### config.mk
export PLATFORM = sky130hd
export DESIGN_NAME = ogru_line_walk
export DESIGN_NICKNAME = d
export VERILOG_FILES = /design/src/ogru_pkg.sv /design/src/ogru_line_walk.sv
export SDC_FILE = /design/constraint.sdc
export NUM_CORES = 1
export LEC_CHECK = 0
export BUFFER_PORTS_ARGS = -buffer_cell sky130_fd_sc_hd__buf_2
export CAP_MARGIN = 20
export CELL_PAD_IN_SITES_DETAIL_PLACEMENT = 1
export CELL_PAD_IN_SITES_GLOBAL_PLACEMENT = 1
export CORE_UTILIZATION = 35
export CTS_CLUSTER_SIZE = 10
export DETAILED_ROUTE_END_ITERATION = 12
export GPL_TIMING_DRIVEN = 0
export PLACE_DENSITY = 0.66
export SLEW_MARGIN = 20
export SYNTH_ARGS = -nofsm -noshare
export SYNTH_HDL_FRONTEND = slang
export SYNTH_SLANG_ARGS = --single-unit
### constraint.sdc
create_clock -name aclk -period 4.7 [get_ports aclk]
set_clock_uncertainty 0.15 [all_clocks]
set_input_delay 0 -clock aclk [delete_from_list [all_inputs] [get_ports aclk]]
set_output_delay 0 -clock aclk [all_outputs]
set_load 0.05 [all_outputs]
### src/ogru_pkg.sv
// Shared types, constants and register codes for the occupancy grid ray update block.
// No dependencies; ogru_coord_map, ogru_line_walk and the top level import this package.
package ogru_pkg;

    localparam int GRID_DIM_DEF  = 128;
    localparam int CELL_BITS_DEF = 8;

    localparam int COORD_W    = 16;
    localparam int FRAC_W     = 16;
    localparam int MAG_W      = 17;
    localparam int CFG_IDX_W  = 3;
    localparam int CFG_DATA_W = 16;
    localparam int VALUE_W    = 8;
    localparam int COUNT_W    = 8;

    localparam logic CMD_RAY  = 1'b0;
    localparam logic CMD_READ = 1'b1;

    typedef enum logic [CFG_IDX_W-1:0] {
        CFG_INV_RES   = 3'd0,
        CFG_GRID      = 3'd1,
        CFG_FREE      = 3'd2,
        CFG_OCCUPIED  = 3'd3,
        CFG_FLOOR     = 3'd4,
        CFG_CEILING   = 3'd5
    } cfg_idx_t;

    typedef enum logic [1:0] {
        STATUS_APPLIED  = 2'd0,
        STATUS_REJECTED = 2'd1,
        STATUS_READ     = 2'd2
    } status_t;

    localparam logic [15:0]        INV_RES_RST  = 16'd1280;
    localparam logic [7:0]         GRID_RST     = 8'd120;
    localparam logic signed [7:0]  FREE_RST     = -8'sd6;
    localparam logic signed [7:0]  OCCUPIED_RST = 8'sd14;
    localparam logic signed [7:0]  FLOOR_RST    = -8'sd64;
    localparam logic signed [7:0]  CEILING_RST  = 8'sd64;

    typedef struct packed {
        logic done;
        logic in_range;
    } map_status_t;

    typedef struct packed {
        logic vld;
        logic last;
    } walk_issue_t;

endpackage

### src/ogru_line_walk.sv
// Bresenham line stepper: issues one map address per cycle from start cell to end cell.
// Depends on ogru_pkg for the issue struct.
module ogru_line_walk #(
    parameter int GRID_DIM = ogru_pkg::GRID_DIM_DEF
) (
    input  logic                                         aclk,
    input  logic                                         aresetn,
    input  logic                                         start,
    input  logic [$clog2(GRID_DIM)-1:0]                  x0,
    input  logic [$clog2(GRID_DIM)-1:0]                  y0,
    input  logic [$clog2(GRID_DIM)-1:0]                  x1,
    input  logic [$clog2(GRID_DIM)-1:0]                  y1,
    output ogru_pkg::walk_issue_t                        issue,
    output logic [$clog2(GRID_DIM*GRID_DIM)-1:0]         addr
);
    import ogru_pkg::*;

    localparam int CW  = $clog2(GRID_DIM);
    localparam int AW  = $clog2(GRID_DIM * GRID_DIM);
    localparam int EW  = CW + 3;
    localparam int EW1 = EW + 1;

    logic                 active_reg;
    logic [CW-1:0]        x_reg;
    logic [CW-1:0]        y_reg;
    logic [CW-1:0]        xe_reg;
    logic [CW-1:0]        ye_reg;
    logic                 xinc_reg;
    logic                 yinc_reg;
    logic signed [EW-1:0] dx_reg;
    logic signed [EW-1:0] dy_reg;
    logic signed [EW-1:0] err_reg;

    logic [CW-1:0]        dx_abs;
    logic [CW-1:0]        dy_abs;
    logic signed [EW-1:0] dx_s;
    logic signed [EW-1:0] dy_s;
    logic                 at_end;
    logic signed [EW1-1:0] e2;
    logic                 step_x;
    logic                 step_y;
    logic signed [EW-1:0] err_next;

    always_comb begin
        dx_abs   = (x1 >= x0) ? (x1 - x0) : (x0 - x1);
        dy_abs   = (y1 >= y0) ? (y1 - y0) : (y0 - y1);
        dx_s     = $signed(EW'(dx_abs));
        dy_s     = -$signed(EW'(dy_abs));
        at_end   = (x_reg == xe_reg) && (y_reg == ye_reg);
        e2       = EW1'(err_reg) <<< 1;
        step_x   = e2 >= EW1'(dy_reg);
        step_y   = e2 <= EW1'(dx_reg);
        err_next = err_reg + (step_x ? dy_reg : EW'(0)) + (step_y ? dx_reg : EW'(0));
    end

    always_ff @(posedge aclk) begin
        if (!aresetn) begin
            active_reg <= 1'b0;
        end else if (start) begin
            active_reg <= 1'b1;
        end else if (active_reg && at_end) begin
            active_reg <= 1'b0;
        end
    end

    always_ff @(posedge aclk) begin
        if (start) begin
            x_reg    <= x0;
            y_reg    <= y0;
            xe_reg   <= x1;
            ye_reg   <= y1;
            xinc_reg <= x0 < x1;
            yinc_reg <= y0 < y1;
            dx_reg   <= dx_s;
            dy_reg   <= dy_s;
            err_reg  <= dx_s + dy_s;
        end else if (active_reg && !at_end) begin
            err_reg <= err_next;
            if (step_x) begin
                x_reg <= xinc_reg ? x_reg + CW'(1) : x_reg - CW'(1);
            end
            if (step_y) begin
                y_reg <= yinc_reg ? y_reg + CW'(1) : y_reg - CW'(1);
            end
        end
    end

    assign issue.vld  = active_reg;
    assign issue.last = at_end;
    assign addr       = AW'(y_reg) * AW'(GRID_DIM) + AW'(x_reg);

endmodule

==> impl_metrics.yaml, run 1 <==
cts:
  worstSkewPairLatency_ns: 0.34
  numCtsBuffers: 9
  clk_pin_slew_worst_paths_ns: 0.05
  clk_path_buf_depth: 2
  clkSinkCount: 58
  cts_tree: "built"
  cts_root_buffer: "clkbuf_16"
  h-tree-depth: 3
floorplanning:
  row_count: 44
  pin_count: 47
  die_h_um: 124.6
  core_sq_um: 14590
  fp.dieArea_sq_um: 15530
  die_w_um: 124.6
  start_util_pct: 36.08
global_routing:
  grt_pass1_vias: 4502
  grt_usage_pct: 19.07
  antenna_found_initial: 0
  grt_overflow: 0
  grt_pass1_wl_um: 22940
  grt_max_degree: 35
detailed_routing:
  post-route-drc-count: 0
  routed_wl_um: 14010
  routedWlPerCell_um: 17.47
  viasPerCell: 5.102
  first_pass_iters: 4
  route.vias.total: 4092
  antenna_left: 0
  drt_iter0_markers: 115
synthesis:
  ys_async_sr_fraction_pct: 0
  synth_top_family_by_area: "adder cells"
  synth_seq_cells: 58
  syn_inst: 519
  avgSynthCellArea_sq_um: 10.14
  synth_edf_count: 57
  netlist_area_sq_um: 5264
  seq_area_frac_synth_pct: 32.90
  netlist-cell-type-count: 60
  synth-adder-area-share_pct: 22.82
  synthFlopType: "edfxtp_1"
  synth_compound_area_share_pct: 15.93
  syn_nets: 637
  synthXorXnorAreaFrac_pct: 8.605
  muxShareOfSynthArea_pct: 2.876
  ys_warn_count: 0
  synth_simple_gate_area_share_pct: 11.01
min_path:
  hp-class: "in2reg"
  worstHoldPathCells: 1
power:
  power_density_nw_per_um2: 592.0
  ir_worst_vdd_v: 0.0003123
  finalPower_uw: 3815
  leakage_uw: 0.002915
sta:
  slew_violations: 0
  tightest_slew_ns: 0.9837
  finalHoldViolations: 0
  period_needed_ns: 4.498
  fin_crit_sh_pct: 95.70
  finalSetupViolCount: 0
  max_freq_mhz: 222.3
  slew_headroom_pct: 34.28
  final.setup.worst_slack_ns: 0.2021
placement:
  pre_cts_ws_ns: -0.3893
  gp_congestion: 0.8355
  port_buffers: 46
  hpwl_um: 10860
final_layout:
  syn_to_final_growth_pct: 22.44
  final_util_pct: 44.18
  nets: 731
  antenna_cells: 0
  drive_gt1_share_pct: 17.31
  mostFrequentLayoutCell: "ha_1"
  mostFrequentLayoutCells: "ha_1, inv_1, edfxtp_1"
setup_path:
  startpoint_type: "flip-flop"
  critical_path_class: "reg2reg"
  r2r_cells: 20
  path_max_fanout: 4
  critical_path_arrival_ns: 4.41
  endpoint_kind: "flip-flop"
  cp.required_ns: 4.61
job:
  maxCapViolCount: 0
outcome:
  outcome: "completed"
[cells in the mapped netlist (all sizes together) (4+ instances only)]
master  instances  area (sq um)
a21o           17         127.6
o21ai          26         141.4
mux2            6         67.56
xor2           20         175.2
mux2i           8         83.83
a21oi          40         204.0
fa             15         300.3
ha             72         900.9
edfxtp         57          1712
nor3            6         40.04
and2           14         90.09
o21a            5         40.04
nand2          30         112.6
nor2b           7         43.79
nor2           15         56.30
nand3           7         40.04
clkbuf          7         26.28
nand2b         11         68.82
nand4           5         37.53
inv            68         255.2
xnor2          30         277.8
buf             4         27.52
o21bai          8         60.06
[worst paths after layout]
| path | from | to | slack (ns) |
|---|---|---|---|
| worst max-delay path | dy_reg[3] | err_reg[9] | 0.20 |
| worst min-delay path | start | yinc_reg | 0.17 |
| worst max register to register | dy_reg[3] | err_reg[9] | 0.20 |
| worst min register to register | x_reg[0] | x_reg[0] | 0.57 |
[stage by stage]
step	setup TNS, ns	instances	hold slack, ns	area, sq um
global placement	-0.3400	749	0.06024	5724
CTS	0	798	0.1714	6359
global route	-0.02656	802	0.1809	6445
finish	0	802	0.1685	6445
detailed placement	-0.5655	749	0.06508	5724
floorplan	0	519	-0.05113	5264
[critical path, cell delays in order, from the launching register on]
cell	delay (ns)
edfxtp_1	0.41
inv_2	0.10
ha_4	0.21
a2111oi_4	0.35
a21oi_2	0.11
o2111ai_1	0.19
a31oi_1	0.14
clkbuf_4	0.19
and2_1	0.17
fa_1	0.50
ha_2	0.19
inv_1	0.05
fa_2	0.36
nor2b_1	0.13
o21ai_1	0.09
a21boi_1	0.22
o21ai_2	0.10
a21oi_2	0.15
xnor2_1	0.15
xnor2_1	0.16
o22ai_2	0.10
[cells by family after synthesis]
kind of cell,after synthesis
buffers and inverters,79
adders and majority gates,87
xor gates and xnor gates,50
DFF,58
AOI/OAI and AO/OA,124
and+or+nand+nor,107
muxes,14
[repair_timing]
action / CTS / global route
hold buffers: 29 / 0
endpoints found under the setup margin: 3 / 3
gates resized for setup: 10 / 10
setup buffers: 4 / 4
pin swaps: 3 / 7
endpoints found under the hold margin: 32 / 0
[metal layers]
layer  global-route usage [%]  wire [um]
met1                    21.93       6028
met2                    34.81       7316
met3                    4.081        411
met4                    6.166        257
met5                        0          0
[cell type report]
cell class                      count  area, sq um
Buffer                             11        57.56
Clock buffer                       11        232.7
Clock inverter                      5        45.04
Fill cell                        1629         8144
Inverter                           68        255.2
Multi-Input combinational cell    382         3312
Sequential cell                    58         1732
Tap cell                          184        230.2
Timing Repair Buffer               83        580.6
[power breakdown]
part / switching, uW / internal [uW]
sequential: 122 / 769
clock: 226 / 402
combinational: 1270 / 1030
Note: power is estimated with default switching activity, not from simulation.
==> inputs of run 2 (changes only) <==
- ABC_AREA: unset -> 1
- CTS_BUF_LIST: unset -> sky130_fd_sc_hd__clkbuf_4 sky130_fd_sc_hd__clkbuf_8
- PLACE_DENSITY: 0.66 -> 0.68
==> run 2 against run 1 <==
Against the previous run: count of clock-buffer cells in the layout stayed put; critical path depth unchanged; combinational power is 4% lower; cell area grew 0.72%; register-to-register slack better by 0.15 ns; sequential power grew 1%; sequential share of layout area down 0.19 points; total power fell by 7.9%; core utilization fell by 1.9 points; synthesized area is 5.7% higher; largest power group unchanged.
==> impl_metrics.yaml, run 2 <==
cts:
  post_cts_buffers: 0
  numCtsBuffers: 9
  h-tree-depth: 3
  worstSkewPairLatency_ns: 0.35
  cts_root_buffer: "clkbuf_8"
  clkSinkCount: 58
  clk_path_buf_depth: 2
  clk_pin_slew_worst_paths_ns: 0.07
  cts_tree: "built"
setup_path:
  critical_path_class: "reg2reg"
  endpoint_kind: "flip-flop"
  worst-r2r-setup-slack_ns: 0.36
  crit_family: "simple AND/OR/NAND/NOR gates"
  r2r_cells: 20
  worstReg2RegStart: "err_reg[9]"
  rr_endpoint: "err_reg[9]"
  critPathSlowestCell: "fa_1"
  cp.required_ns: 4.65
  critical_path_arrival_ns: 4.30
  path_max_fanout: 8
  worstPathCellList: "ha_1 > nand2_1 > nor2_1 > nand3_1 > nand4_1 > nand2_1 > inv_4 > nor2_1 > fa_1 > ha_1 > inv_1 > fa_1 > nor2_1 > o21ai_0 > and2_1 > nor4_1 > nor2_1 > nand3b_1 > nand3_1 > nand2_1"
  cp_slowest_stage_delay_ns: 0.52
  crit_buf_inv: 2
  cpMostUsedCell: "nor2_1"
  startpoint_type: "flip-flop"
synthesis:
  ys_warn_count: 0
  ys_async_sr_fraction_pct: 0
  ys_top_cells_by_count: "nand2_1, inv_1, ha_1"
  synth_area_leader_cell: "edfxtp_1"
  synth_seq_cells: 58
  yosysTopAreaCellShare_pct: 30.76
  syn_nets: 812
  netlist_area_sq_um: 5564
  syn_inst: 694
  synth_most_common_cell: "nand2_1"
  yosys-top-cells-area: "edfxtp_1, ha_1, nand2_1, inv_1, fa_1"
  netlist-cell-type-count: 42
  synth_edf_count: 57
  avgSynthCellArea_sq_um: 8.017
  synthFlopType: "edfxtp_1"
  seq_area_frac_synth_pct: 31.12
floorplanning:
  pin_count: 47
  row_count: 45
  die_h_um: 128.1
  start_util_pct: 36.20
  core_sq_um: 15370
  fp.dieArea_sq_um: 16410
  die_w_um: 128.1
min_path:
  worstHoldEndpoint: "y_reg[1]"
  hp-start: "y0[1]"
  worstHoldPathCells: 3
  hp-class: "in2reg"
job:
  maxCapViolCount: 0
sta:
  period_needed_ns: 4.345
  finalHoldViolations: 0
  tightest_slew_ns: 0.8864
  fin_crit_sh_pct: 92.44
  rsz0062_at_grt: "no"
  finalSetupViolCount: 0
  holdWs_ns: 0.02892
  slew_headroom_pct: 40.91
  max_freq_mhz: 230.2
  slew_violations: 0
  finalSetupTns_ns: 0
  final.setup.worst_slack_ns: 0.3554
placement:
  hpwl_um: 12680
  pre_cts_ws_ns: 0.1003
  port_buffers: 46
  gp_congestion: 0.8529
detailed_routing:
  first_pass_iters: 4
  post-route-drc-count: 0
  antenna_left: 0
  drt_iter0_markers: 157
  routed_wl_um: 15570
  routedWlPerCell_um: 15.67
  viasPerCell: 4.859
  route.vias.total: 4830
power:
  leakage_uw: 0.003330
  ir_worst_vdd_v: 0.0002805
  power_density_nw_per_um2: 541.5
global_routing:
  grt_max_degree: 35
  antenna_found_initial: 0
  grt_pass1_vias: 5337
  grt_overflow: 0
  grt_usage_pct: 20.65
  grt_pass1_wl_um: 26160
final_layout:
  syn_to_final_growth_pct: 16.66
  drive_gt1_share_pct: 13.54
  mostFrequentLayoutCell: "nand2_1"
  nets: 896
  antenna_cells: 0
  mostFrequentLayoutCells: "nand2_1, inv_1, ha_1"
outcome:
  outcome: "completed"
-- run 2: metal layers --
metal  up-vias  routed length, um  GRT usage (%)
met4         0                346          7.820
met1      2328               6955          24.48
met5         -                  0              0
met3        24                260          1.795
li1       2416                  -              -
met2        62               8010          38.46
-- run 2: cell families after synthesis --
group | Yosys count | synth area share, %
buf+inv | 152 | 10.73
mux | 1 | 0.1799
simple gates | 270 | 22.15
xor+xnor | 26 | 4.093
fa+ha+maj | 87 | 21.59
compound gates | 100 | 10.14
flops | 58 | 31.12
-- run 2: power breakdown --
group / switching (uW) / total [uW] / internal [uW]
clock network: 206 / 401 / 196
logic: 1390 / 2210 / 823
registers: 129 / 901 / 772
-- run 2: timing repair --
action                     4_1_cts  5_1_grt
resized for setup                0        4
hold buffers                    27        0
setup endpoints to repair        0        3
hold endpoints to repair        28        0
-- run 2: worst register-to-register path, cell delays in order, from the launching register on --
cell and delay, ns:
edfxtp_1 0.45, ha_1 0.37, nand2_1 0.08, nor2_1 0.16, nand3_1 0.13, nand4_1 0.11
nand2_1 0.21, inv_4 0.19, nor2_1 0.08, fa_1 0.52, ha_1 0.18, inv_1 0.06
fa_1 0.40, nor2_1 0.15, o21ai_0 0.08, and2_1 0.17, nor4_1 0.21, nor2_1 0.11
nand3b_1 0.17, nand3_1 0.07, nand2_1 0.06
-- run 2: through the flow --
stage	power (uW)	cell area (sq um)	cells	utilization [%]
after global routing	3896	6491	994	42.23
final	3515	6491	994	42.23
after floorplan	2505	5564	694	-
after CTS	3530	6489	994	42.21
after global placement	2969	6058	951	39.41
after detailed placement	3093	6058	951	39.41
-- run 2: layout make-up --
type	instances	area, sq um
clock inverter	5	21.27
multi-input combinational	484	3236
buffer	11	67.56
fill	1874	8880
inverter	141	531.8
tap	211	264.0
clock buffer	11	138.9
sequential	58	1732
timing repair buffer	73	500.5
-- run 2: worst max path at each step --
stage	startpoint	endpoint	slack, ns	depth (start not counted)
floorplan	err_reg[1]	err_reg[9]	0.95	21
global placement	err_reg[1]	err_reg[9]	0.15	20
detailed placement	err_reg[1]	err_reg[9]	0.10	20
CTS	err_reg[1]	err_reg[9]	0.08	20
global route	err_reg[1]	err_reg[9]	0.05	21
finish	err_reg[9]	err_reg[9]	0.36	20
